[src/sv/gvfm_ram.sv]
// gvfm_ram: generic single-port ram with registered read
// no dependencies

module gvfm_ram #(
  parameter int WIDTH = 8,
  parameter int DEPTH = 256
) (
  input  logic                     clk,
  input  logic                     we,
  input  logic [$clog2(DEPTH)-1:0] addr,
  input  logic [WIDTH-1:0]         wdata,
  output logic [WIDTH-1:0]         rdata
);

  logic [WIDTH-1:0] mem [DEPTH];

  always_ff @(posedge clk) begin
    if (we) begin
      mem[addr] <= wdata;
    end
    rdata <= mem[addr];
  end

endmodule

[config.mk]
export PLATFORM = sky130hd
export DESIGN_NAME = gvfm_ram
export DESIGN_NICKNAME = d
export VERILOG_FILES = /design/src/sv/gvfm_ram.sv
export SDC_FILE = /design/constraint.sdc
export NUM_CORES = 2
export LEC_CHECK = 0
export BUFFER_PORTS_ARGS = -buffer_cell sky130_fd_sc_hd__buf_2
export CORE_MARGIN = 5
export CORE_UTILIZATION = 49
export CTS_BUF_LIST = sky130_fd_sc_hd__clkbuf_8
export CTS_CLUSTER_SIZE = 10
export DETAILED_ROUTE_END_ITERATION = 8
export PLACE_DENSITY = 0.67
export SYNTH_ARGS = -nofsm -noshare
export SYNTH_HDL_FRONTEND = slang
export SYNTH_SLANG_ARGS = --single-unit
[constraint.sdc]
create_clock -name clk -period 8.25 [get_ports clk]
set_input_delay 2.475 -clock clk [delete_from_list [all_inputs] [get_ports clk]]
set_output_delay 2.475 -clock clk [all_outputs]
set_load 0.02 [all_outputs]
# Yosys cells after proc, flatten, opt, wreduce, memory -nomap -nowiden
# Memories as Yosys holds them, arrays and structs flattened. A register that Yosys moved wholly into a read port is not among the register bits.
# Cells that the tools add are included.
# op_classes
mux,2
# ops
op,n
two-way mux 1 bit,2
# totals
register_bits,0
mem_bits_rw,2048
input_bits,18
output_inout_bits,8
wordCells,3
mem_count,1
# mem_list
memory,depth,width,read_ports,rd_ports_with_merged_regs,write_ports,line_no,text
mem,256,8,1,1,1,15,logic [WIDTH-1:0] mem [DEPTH];

# Logic depth before layout (Yosys ltp)
# depth
ltp_word,2
ltp_mapped,10
depth_no_buf,5

# Worst setup path before layout
# Ideal clock, no wire load.
# synth_path
kind,input to register
from,input port addr[1]
to,"memory mem[111][0], enable pin"
setup_ps,370
arrival_ps,4324
required_time_ps,7880
slack_ps,3556
cell_stages,9
n_path_buf,5
path_cell_list,buf_2 > clkbuf_1 > clkbuf_1 > nand2_1 > buf_2 > nor2_1 > nand2_1 > clkbuf_1 > nor2_1
# synth_lines
item,line_no,text
"start, declared",10,"input logic [$clog2(DEPTH)-1:0] addr,"
"end, declared",15,
# No word-level cell before the write port.

==> metrics.txt <==
# TYPE chip_impl_metric gauge
chip_impl_metric{name="cellInternalPower",unit="uW"} 15900
chip_impl_info{name="yosysMostFrequentCell",value="sky130_fd_sc_hd__edfxtp_1"} 1
chip_impl_info{name="worst_hold_path_type",value="reg -> reg"} 1
chip_impl_info{name="tritoncts",value="done"} 1
chip_impl_metric{name="comb_power_share",unit="%"} 4.6
chip_impl_metric{name="async_flop_share",unit="%"} 0
chip_impl_metric{name="p_switching",unit="uW"} 4460
chip_impl_metric{name="sequential_fraction_of_design_power",unit="%"} 56.7
chip_impl_metric{name="routabilityCongestion",unit=""} 0.792
chip_impl_metric{name="dpl.hpwl",unit="um"} 106000
chip_impl_metric{name="cts_hold_buffers",unit=""} 0
chip_impl_metric{name="rel_slew_slack",unit="%"} 8.89
chip_impl_metric{name="final_worst_hold_slack",unit="ns"} 0.908
chip_impl_metric{name="syn_area",unit="um^2"} 78500
chip_impl_metric{name="die_w",unit="um"} 410
chip_impl_metric{name="synth_fa_ha_area_share",unit="%"} 0
chip_impl_metric{name="areaGrowthSynthToFinish",unit="%"} 11.1
chip_impl_metric{name="grt_max_degree",unit=""} 193
chip_impl_metric{name="global_route.usage.total",unit="%"} 22.1
chip_impl_metric{name="drive_gt1_share",unit="%"} 26.1
chip_impl_metric{name="ys_seq_elements",unit=""} 2056
chip_impl_metric{name="multiInputGateArea",unit="um^2"} 15900
chip_impl_metric{name="ys_types",unit=""} 22
chip_impl_metric{name="maxClockFrequency",unit="MHz"} 184
chip_impl_info{name="worst_r2r_endpoint",value="rdata[2]"} 1
chip_impl_info{name="worst-setup-path-type",value="in -> reg"} 1
chip_impl_metric{name="remaining_drc_errors",unit=""} 0
chip_impl_metric{name="first_global_vias",unit=""} 38600
chip_impl_metric{name="setup_failing_eps_final",unit=""} 0
chip_impl_metric{name="worst_ep_arrival_time",unit="ns"} 6.26
chip_impl_info{name="yosys_most_used_dff",value="sky130_fd_sc_hd__edfxtp_1"} 1
chip_impl_info{name="synthTopCellsByCount",value="2048 x sky130_fd_sc_hd__edfxtp_1, 512 x sky130_fd_sc_hd__mux4_2, 256 x sky130_fd_sc_hd__a22oi_1"} 1
chip_impl_metric{name="report.final.hold_viol_count",unit=""} 0
chip_impl_metric{name="worstMarginPinSlew",unit="ns"} 1.35
chip_impl_metric{name="period_share",unit="%"} 65.9
chip_impl_metric{name="design.core.area",unit="um^2"} 159000
chip_impl_info{name="r2r-start",value="mem[143][2]"} 1
chip_impl_metric{name="cp_data_required_time",unit="ns"} 9.08
chip_impl_metric{name="post_synth_mux_area_share",unit="%"} 14.7
chip_impl_metric{name="io_buffers",unit=""} 25
chip_impl_metric{name="routed_via_density",unit=""} 6.24
chip_impl_metric{name="antenna_found_initial",unit=""} 15
chip_impl_metric{name="min_path_cells",unit=""} 5
chip_impl_metric{name="routedWlPerCell",unit="um"} 30.4
chip_impl_metric{name="switching_share",unit="%"} 21.9
chip_impl_metric{name="clkSlewWorstSetupHoldPaths",unit="ns"} 0.06
chip_impl_metric{name="total_i_o_pin_count",unit=""} 26
chip_impl_metric{name="peakVddDrop",unit="uV"} 195
chip_impl_metric{name="final.setup.tns",unit="ns"} 0
chip_impl_metric{name="drt.antenna.violating_nets",unit=""} 0
chip_impl_metric{name="finalWirelength",unit="um"} 186000
chip_impl_info{name="hold-path-endpoint",value="rdata[4]"} 1
chip_impl_metric{name="rows",unit=""} 146
chip_impl_metric{name="xor_xnor_portion_of_the_synthesized_cell_area",unit="%"} 0
chip_impl_metric{name="grt_first_pass_wirelength",unit="um"} 272000
chip_impl_metric{name="cts_setup_buffers",unit=""} 0
chip_impl_info{name="largest_family_of_logic_cells_by_synthesized_area",value="multiplexers"} 1
chip_impl_metric{name="nNetsFinal",unit=""} 3807
chip_impl_metric{name="globalRoute.totalOverflow",unit=""} 0
chip_impl_metric{name="nFillCells",unit=""} 11800
chip_impl_info{name="main_area_contributors_after_synthesis",value="sky130_fd_sc_hd__edfxtp_1 78%, sky130_fd_sc_hd__mux4_2 15%, sky130_fd_sc_hd__a22oi_1 2.4%"} 1
chip_impl_metric{name="maxCapViolCount",unit=""} 0
chip_impl_metric{name="cts_max_path_buffers",unit=""} 4
chip_impl_metric{name="rr_worst_depth",unit=""} 5
chip_impl_info{name="critPathCaptureType",value="flip-flop"} 1
chip_impl_metric{name="drt_pass1_iterations",unit=""} 5
chip_impl_metric{name="cts-buffers-inserted",unit=""} 337
chip_impl_metric{name="detailroute.via_count",unit=""} 38100
chip_impl_metric{name="clock_tree.htree_level_count",unit=""} 5
chip_impl_metric{name="clock-sinks",unit=""} 2056
chip_impl_metric{name="ff_latch_area",unit="um^2"} 61700
chip_impl_metric{name="starting_density_of_the_core",unit="%"} 49.4
chip_impl_metric{name="yosysSeqAreaShare",unit="%"} 78.6
chip_impl_metric{name="synth_largest_type_area_fraction",unit="%"} 78.3
chip_impl_metric{name="cts-resized-gates",unit=""} 0
chip_impl_metric{name="clock_tree_skew_after_final_layout",unit="ns"} 0.0650
chip_impl_metric{name="reg2reg_slack",unit="ns"} 5.28
chip_impl_metric{name="floorplan.die_area",unit="um^2"} 168000
chip_impl_metric{name="synth-compound-area-share",unit="%"} 3.62
chip_impl_metric{name="slew_viol_final",unit=""} 0
chip_impl_metric{name="drt_first_iter_violations",unit=""} 4773
chip_impl_info{name="run_status",value="complete, no violations"} 1
chip_impl_metric{name="clk_latency",unit="ns"} 1.03
chip_impl_metric{name="post_synthesis_instance_total",unit=""} 3547
chip_impl_metric{name="worst-path-max-fanout",unit=""} 61
chip_impl_info{name="min_from",value="mem[197][4]"} 1
chip_impl_info{name="ctsRootBufferMaster",value="sky130_fd_sc_hd__clkbuf_8"} 1
chip_impl_metric{name="yosysWarningCount",unit=""} 0
chip_impl_metric{name="p_per_area",unit="nW/um^2"} 233
chip_impl_info{name="rsz_0062_raised_after_global_routing",value="no"} 1
chip_impl_metric{name="fin_crit",unit="ns"} 5.44
chip_impl_metric{name="number_of_synthesized_flops_with_an_enable_pin",unit=""} 2048
chip_impl_metric{name="clock_power_share",unit="%"} 38.6
chip_impl_metric{name="dp_cell_count",unit=""} 5522
chip_impl_metric{name="total_leakage_power",unit="uW"} 0.0269
chip_impl_metric{name="syn_area_per_cell",unit="um^2"} 22.1
chip_impl_metric{name="final_cells",unit=""} 6102
chip_impl_info{name="synth_largest_area_cell",value="sky130_fd_sc_hd__edfxtp_1"} 1
chip_impl_metric{name="chipHeight",unit="um"} 410
chip_impl_metric{name="syn-num-nets",unit=""} 3565
chip_impl_info{name="worstSetupStartpointType",value="input pin"} 1
chip_impl_metric{name="post_synth_and_or_nand_nor_area_fraction",unit="%"} 1.73
[sequential cells by signal, indices dropped and copies added (netlist names)]
| name | flops |
|---|---|
| mem | 2048 |
| rdata | 8 |
[critical path: stages]
cell                      delay [ns]
sky130_fd_sc_hd__buf_8          0.53
sky130_fd_sc_hd__buf_12         0.48
sky130_fd_sc_hd__mux4_2         0.58
sky130_fd_sc_hd__a22oi_1        0.43
sky130_fd_sc_hd__a21oi_1        0.20
sky130_fd_sc_hd__o41ai_1        1.16
sky130_fd_sc_hd__nand4_1        0.20
[final cells by class]
| type | count | area share [%] |
|---|---|---|
| Antenna cell | 9 | 0.0258 |
| Clock buffer | 356 | 5.62 |
| Clock inverter | 215 | 1.08 |
| Inverter | 1 | 0.00430 |
| Multi-Input combinational cell | 1258 | 18.2 |
| Sequential cell | 2056 | 70.7 |
| Tap cell | 2072 | 2.97 |
| Timing Repair Buffer | 135 | 1.40 |
[per-stage QoR]
step                      total power (uW)  util [%]  worst slack [ns]  cell area (um^2)
after floorplan                      12300         -              3.56             78500
final                                20300      54.9              2.81             87200
after global placement               12700      51.2              1.42             81300
after CTS                            20500      54.9              2.77             87200
after global routing                 21100      54.9              2.75             87200
after detailed placement             12700      51.2              1.70             81400
[worst max path at each step]
stage | startpoint | to | depth (start not counted)
finish | addr[0] | rdata[2] | 7
global route | addr[0] | rdata[2] | 7
CTS | addr[0] | rdata[7] | 7
detailed placement | addr[0] | rdata[7] | 7
global placement | addr[0] | rdata[2] | 7
floorplan | addr[1] | mem[111][0] | 9
[layout by cell type (no fill, tap or decap), drive strengths merged, types with 32 or more instances in the layout]
cell type / synthesis / routed
a21oi: 128 / 128
a22oi: 256 / 256
buf: 87 / 133
clkbuf: 145 / 358
clkinv: 0 / 78
edfxtp: 2048 / 2048
inv: 1 / 132
mux4: 512 / 512
nor2: 232 / 232
o41ai: 32 / 32
[metal layers]
| layer | routed length [um] | GRT usage, % | vias up |
|---|---|---|---|
| met3 | 18100 | 5.46 | 308 |
| met1 | 75000 | 32.4 | 20200 |
| met4 | 4400 | 6.47 | 20 |
| met2 | 88000 | 33.6 | 1891 |
| li1 | - | - | 15600 |
| met5 | 124 | 0 | - |
[kinds of logic after synthesis]
logic type | after synthesis
simple gates | 330
mux | 512
compound gates | 416
buf+inv | 233
flops | 2056
[power by group through the flow]
stage | sequential (uW) | clock (uW) | combinational [uW]
after floorplan | 11800 | 0 | 512
after global placement | 11800 | 0 | 932
after detailed placement | 11800 | 0 | 949
after CTS | 11500 | 7990 | 948
after global routing | 11500 | 8520 | 996
final | 11500 | 7860 | 942
(Power assumes the default switching activity.)
