===== src/sv/gvfm_pkg.sv =====
// gvfm_pkg: shared constants, codes and types of the greedy voxel face mesher
// no dependencies

package gvfm_pkg;

  localparam int SIZE_X_DEF = 16;
  localparam int SIZE_Y_DEF = 16;
  localparam int SIZE_Z_DEF = 16;

  localparam int SZ_W    = 7;
  localparam int COORD_W = 22;
  localparam int Y_W     = 5;
  localparam int MAT_W   = 8;
  localparam int CHUNK_W = 17;
  localparam int CFG_IW  = 1;
  localparam int VOX_W   = 4;

  localparam logic [CFG_IW-1:0] REG_CHUNK_X = 1'd0;
  localparam logic [CFG_IW-1:0] REG_CHUNK_Z = 1'd1;

  localparam logic [1:0] AXIS_X   = 2'd0;
  localparam logic [1:0] AXIS_Y   = 2'd1;
  localparam logic [1:0] AXIS_Z   = 2'd2;
  localparam logic [1:0] AXIS_END = 2'd3;

  localparam logic CMD_WRITE = 1'b0;
  localparam logic CMD_FACE  = 1'b1;

  typedef struct packed {
    logic [1:0]       axis;
    logic [SZ_W-1:0]  plane;
    logic [SZ_W-1:0]  u;
    logic [SZ_W-1:0]  v;
    logic [SZ_W-1:0]  rw;
    logic [SZ_W-1:0]  rh;
    logic [MAT_W-1:0] mat;
  } rect_t;

  typedef struct packed {
    logic load;
    logic done;
  } coord_ctl_t;

endpackage


===== src/sv/gvfm_coord.sv =====
// gvfm_coord: turns a merged rectangle into world coordinates, holds the response payload
// depends on gvfm_pkg

module gvfm_coord import gvfm_pkg::*; #(
  parameter int SIZE_X = SIZE_X_DEF,
  parameter int SIZE_Z = SIZE_Z_DEF
) (
  input  logic                      clk,
  input  coord_ctl_t                ctl,
  input  rect_t                     rect,
  input  logic [CHUNK_W-1:0]        chunk_x,
  input  logic [CHUNK_W-1:0]        chunk_z,
  output logic                      done_res,
  output logic [1:0]                face_axis,
  output logic signed [COORD_W-1:0] x_lo,
  output logic signed [COORD_W-1:0] x_hi,
  output logic [Y_W-1:0]            y_lo,
  output logic [Y_W-1:0]            y_hi,
  output logic signed [COORD_W-1:0] z_lo,
  output logic signed [COORD_W-1:0] z_hi,
  output logic [MAT_W-1:0]          face_material
);

  localparam int EW = 24;

  logic signed [EW-1:0] cx_ext, cz_ext, ox, oz;
  logic [EW-1:0] pe, ue, ve, u_end, v_end;
  logic [EW-1:0] xl, xh, yl, yh, zl, zh;

  always_comb begin
    cx_ext = EW'(signed'(chunk_x));
    cz_ext = EW'(signed'(chunk_z));
    ox = cx_ext * signed'(EW'(SIZE_X));
    oz = cz_ext * signed'(EW'(SIZE_Z));
    pe = EW'(rect.plane);
    ue = EW'(rect.u);
    ve = EW'(rect.v);
    u_end = ue + EW'(rect.rw);
    v_end = ve + EW'(rect.rh);
    unique case (rect.axis)
      AXIS_X: begin
        xl = ox + pe; xh = ox + pe;
        yl = ue; yh = u_end;
        zl = oz + ve; zh = oz + v_end;
      end
      AXIS_Y: begin
        xl = ox + ue; xh = ox + u_end;
        yl = pe; yh = pe;
        zl = oz + ve; zh = oz + v_end;
      end
      default: begin
        xl = ox + ue; xh = ox + u_end;
        yl = ve; yh = v_end;
        zl = oz + pe; zh = oz + pe;
      end
    endcase
  end

  always_ff @(posedge clk) begin
    if (ctl.load) begin
      if (ctl.done) begin
        done_res <= 1'b1;
        face_axis <= '0;
        x_lo <= '0; x_hi <= '0;
        y_lo <= '0; y_hi <= '0;
        z_lo <= '0; z_hi <= '0;
        face_material <= '0;
      end else begin
        done_res <= 1'b0;
        face_axis <= rect.axis;
        x_lo <= xl[COORD_W-1:0]; x_hi <= xh[COORD_W-1:0];
        y_lo <= yl[Y_W-1:0]; y_hi <= yh[Y_W-1:0];
        z_lo <= zl[COORD_W-1:0]; z_hi <= zh[COORD_W-1:0];
        face_material <= rect.mat;
      end
    end
  end

endmodule


===== config.mk =====
export PLATFORM = sky130hd
export DESIGN_NAME = gvfm_coord
export DESIGN_NICKNAME = d
export VERILOG_FILES = /design/src/sv/gvfm_pkg.sv /design/src/sv/gvfm_coord.sv
export SDC_FILE = /design/constraint.sdc
export NUM_CORES = 1
export LEC_CHECK = 0
export ABC_AREA = 1
export BUFFER_PORTS_ARGS = -buffer_cell sky130_fd_sc_hd__buf_2
export CORE_MARGIN = 2
export CORE_UTILIZATION = 54
export CTS_BUF_LIST = sky130_fd_sc_hd__clkbuf_16
export DETAILED_ROUTE_END_ITERATION = 6
export GPL_TIMING_DRIVEN = 1
export PLACE_DENSITY = 0.81
export SLEW_MARGIN = 20
export SYNTH_ARGS = -nofsm -noshare
export SYNTH_HDL_FRONTEND = slang
export SYNTH_SLANG_ARGS = --single-unit

===== constraint.sdc =====
create_clock -name clk -period 5.1 [get_ports clk]
set_input_delay 0.255 -clock clk [delete_from_list [all_inputs] [get_ports clk]]
set_output_delay 0.255 -clock clk [all_outputs]
set_load 0.02 [all_outputs]

; Yosys cells after proc, flatten, opt, wreduce, memory -nomap -nowiden
; Cells that the tools add are included.
; Widths: inputs -> output; s select.
[totals]
wordCells = 27
in_bits = 82
ff_bits = 109
out_inout_bits = 109
[op_classes]
reduce_logical = 2
n_eq_ne = 1
add_sub_neg = 8
mux = 7
[op_table]
columns = cell, n
row1 = $add 21x8->22, 4
row2 = $mux 22, 4
row3 = $add 21x9->22, 2
row4 = $pmux 5 s2, 2
row5 = $add 7x7->8, 2
row6 = $eq 2x1->1 const B, 1
row7 = $logic_not 2->1, 1
row8 = $reduce_or 2->1, 1
row9 = $mux 1, 1

; Depth between registers and ports, before layout
[logic_depth]
word_depth = 3
depth_mapped = 19
ltp_nobuf = 19

; Worst setup path after synthesis
; Ideal clock, no wire load.
[synth_timing]
kind = input to register
from = in rect[15] (netlist name)
to = reg x_hi[13] (data pin)
arrival_ns = 2.392
setup_time_ns = 0.270
required_ns = 4.830
path_slack_ns = 2.438
n_path_buf = 0
path_stages = 17
cell_sequence = ha_1 -> inv_1 -> fa_1 -> nand3b_1 -> nand2_1 -> nand2_1 -> nand2_1 -> a21oi_1 -> xnor2_1 -> ha_1 -> or2_2 -> nand3b_1 -> nand2_1 -> nand2_1 -> nand2_1 -> nand3_1 -> a21oi_1
[synth_via]
elab_chain_len = 3
[synth_lines]
columns = item, line_no
row1 = start: declaration, gvfm_coord.sv:10  ; input rect_t rect,
row2 = $add 7x7->8, gvfm_coord.sv:38  ; u_end = ue + EW'(rect.rw);
row3 = $add 21x9->22, "gvfm_coord.sv:47, gvfm_coord.sv:52"
row4 = $mux 22, n/a
row5 = end signal: assignment, gvfm_coord.sv:71  ; x_lo <= xl[COORD_W-1:0]; x_hi <= xh[COORD_W-1:0];
row6 = end: declaration, gvfm_coord.sv:16  ; output logic signed [COORD_W-1:0] x_hi,
; No other way between the ends.
; A chain may end at the register's enable or synchronous reset.

; Final worst setup path
[layout_timing]
from = in rect[29] (netlist name)
to = reg x_hi[18] (data pin)
; Same word-level chain as after synthesis.

==> reports/qor.yml <==
outcome: "complete, no violations"
groute.usage.overall_pct: 27.4
syn_area_per_cell_sq_um: 7.79
cts_max_path_buffers: 2
die_w_um: 124
num_rows: 43
min_path_cells: 3
combPwrFrac_pct: 26.3
yosysWarnings: 0
drc: 0
synth_common_cells: "nand2_1, nand3_1, inv_1"
yosysTopAreaCellShare_pct: 42.4
diodes: 0
fin_crit_ns: 2.79
finalCritPeriodShare_pct: 54.8
synthFlopType: "edfxtp_1"
drv_cap: 0
worstSetupStartpointType: "input port"
synthCells: 990
p_leak_nw: 4.24
p_sw_share_pct: 31.5
initial_core_util_pct: 55.4
postCtsHoldBufs: 0
crit_path_end: "x_hi[18]"
cts-resized-gates: 0
synth_compound_area_share_pct: 10.3
post_drt_wl_per_cell_um: 15.1
yosys.area_share.simple_pct: 29.4
drv_slew: 0
power.internal_mw: 1.73
synth_top_area_cell: "edfxtp_1"
drtIter0Drc: 778
cts_tree: "done"
htree_levels: 3
power_frac_clock_pct: 29.9
avgViaCountPerCell: 5.43
overflow: 0
cts_root_buf: "clkbuf_16"
dp_hpwl_um: 15100
synth_fa_ha_area_share_pct: 7.59
seqPwrFrac_pct: 43.7
hold_class: "input port to flip-flop"
worst-setup-path-type: "input port to flip-flop"
critical_path.max_fanout: 4
grt_pass1_wl_um: 32300
syn_to_final_growth_pct: 17.6
cp-end-kind: "flip-flop"
worstPathRequired_ns: 5.16
die_y_um: 124
netlist-cell-type-count: 32
layout-drive-gt1-share_pct: 22.7
synth_area_leaders: "edfxtp_1, nand2_1, nand3_1"
rsz0062_at_grt: "false"
first_pass_iters: 6
slew_headroom_pct: 28.3
max_freq_mhz: 358
wl_um: 20200
dieArea_sq_um: 15300
synth_top_family_by_area: "simple AND/OR/NAND/NOR gates"
powerDensity_nw_per_um2: 279
synthMuxAreaShare_pct: 0
async_flop_share_pct: 0
core_area_sq_um: 13900
synth_seq_cells: 109
dr_total_vias: 7287
seq_area_frac_synth_pct: 42.4
clock_sinks: 109
synthXorXnorAreaFrac_pct: 2.04
tns_ns: 0
crit_arrival_ns: 2.85
place_congestion: 0.981
finalHoldViolCount: 0
grt_max_degree: 101
pin_count: 191
port_buffers: 190
syn-cell-area_sq_um: 7720
peakVddDrop_mv: 0.185
numCtsBuffers: 9
grt_pass1_vias: 6540
post_cts_buffers: 0
tightest_slew_ns: 1.08
clk_pin_slew_worst_paths_ns: 0.07
finalSetupViolCount: 0
yosysMostFrequentCell: "nand2_1"
synth_edf_count: 109
antenna_left: 0
antenna_found_initial: 1
final_nets: 1282
crit_start: "rect[29]"
syn_nets: 1114
post-route-util_pct: 65.1
netSwitchingPower_mw: 0.797
layer usage:
| metal | share of wire, % | track usage [%] | wire (um) |
|---|---|---|---|
| met2 | 43 | 40.7 | 8770 |
| met5 | 0.054 | 0 | 11 |
| met1 | 44 | 39.6 | 8910 |
| met4 | 3.2 | 11.2 | 652 |
| met3 | 9.4 | 4.75 | 1900 |
cell families after synthesis:
kind of cell,count (synthesis)
and+or+nand+nor,503
buffers and inverters,162
AOI/OAI and AO/OA,156
DFF,109
adders and majority gates,42
xor gates and xnor gates,18
metrics by stage:
| stage | area [sq um] | instances | hold WS, ns | power, mW | setup slack [ns] |
|---|---|---|---|---|---|
| 2_1_floorplan | 7720 | 990 | 0.354 | 1.56 | 2.44 |
| 3_3_place_gp | 8760 | 1327 | 0.538 | 1.77 | 2.03 |
| 3_5_place_dp | 8760 | 1327 | 0.549 | 1.78 | 2.00 |
| 4_1_cts | 9070 | 1342 | 0.185 | 2.53 | 2.32 |
| 5_1_grt | 9070 | 1342 | 0.195 | 2.66 | 2.05 |
| 6_report | 9070 | 1342 | 0.194 | 2.53 | 2.31 |
power groups by stage:
stage / Sequential (mW) / Clock (mW) / Combinational [mW]
global placement: 1.12 / 0 / 0.649
global route: 1.11 / 0.803 / 0.745
floorplan: 1.23 / 0 / 0.327
CTS: 1.11 / 0.763 / 0.664
finish: 1.11 / 0.756 / 0.665
detailed placement: 1.12 / 0 / 0.659
area by class of cell:
class                           instances  area [sq um]
Sequential cell                       109          3270
Clock inverter                          6          86.3
Multi-Input combinational cell        719          3810
Fill cell                            1209          4860
Timing Repair Buffer                  193           978
Clock buffer                            9           225
Tap cell                              180           225
Inverter                              126           473
critical path, stage by stage:
cell,delay [ns]
buf_2,0.10
ha_1,0.19
inv_1,0.06
fa_1,0.39
nand3b_1,0.20
nand3b_1,0.11
nand2_1,0.09
inv_1,0.06
ha_1,0.15
inv_1,0.06
fa_1,0.42
nor2_1,0.17
nor2_1,0.13
nor2_1,0.18
nand2_1,0.07
nand2_1,0.06
nand2_1,0.04
nand2_1,0.05
a21oi_1,0.07
flip-flops by register name, summed over array words and instances, names as in the netlist:
| name | cells |
|---|---|
| done_res | 1 |
| face_material | 8 |
| x_hi | 22 |
| y_hi | 5 |
| face_axis | 2 |
| x_lo | 22 |
| z_hi | 22 |
| y_lo | 5 |
| z_lo | 22 |
placed cells by master, fill, tap and decap left out, types with 11 or more instances in the layout:
cell      netlist  layout
nand2_1       267     267
buf_2          17     188
nand3_1       120     120
inv_1         115     115
edfxtp_1      109     109
a21oi_1       106     106
nor2_1         56      55
o21ai_0        34      34
ha_1           34      34
xor2_1         13      13
or2_2          13      13
nor2_4         12      12
inv_2          11      11
how the worst min path moves through the flow:
stage	end	from
CTS	face_material[1]	rect[1]
global placement	face_material[7]	rect[7]
global route	face_material[1]	rect[1]
floorplan	done_res	ctl[0]
finish	face_material[1]	rect[1]
detailed placement	face_material[1]	rect[1]
Power figures use the tool's default switching activity.
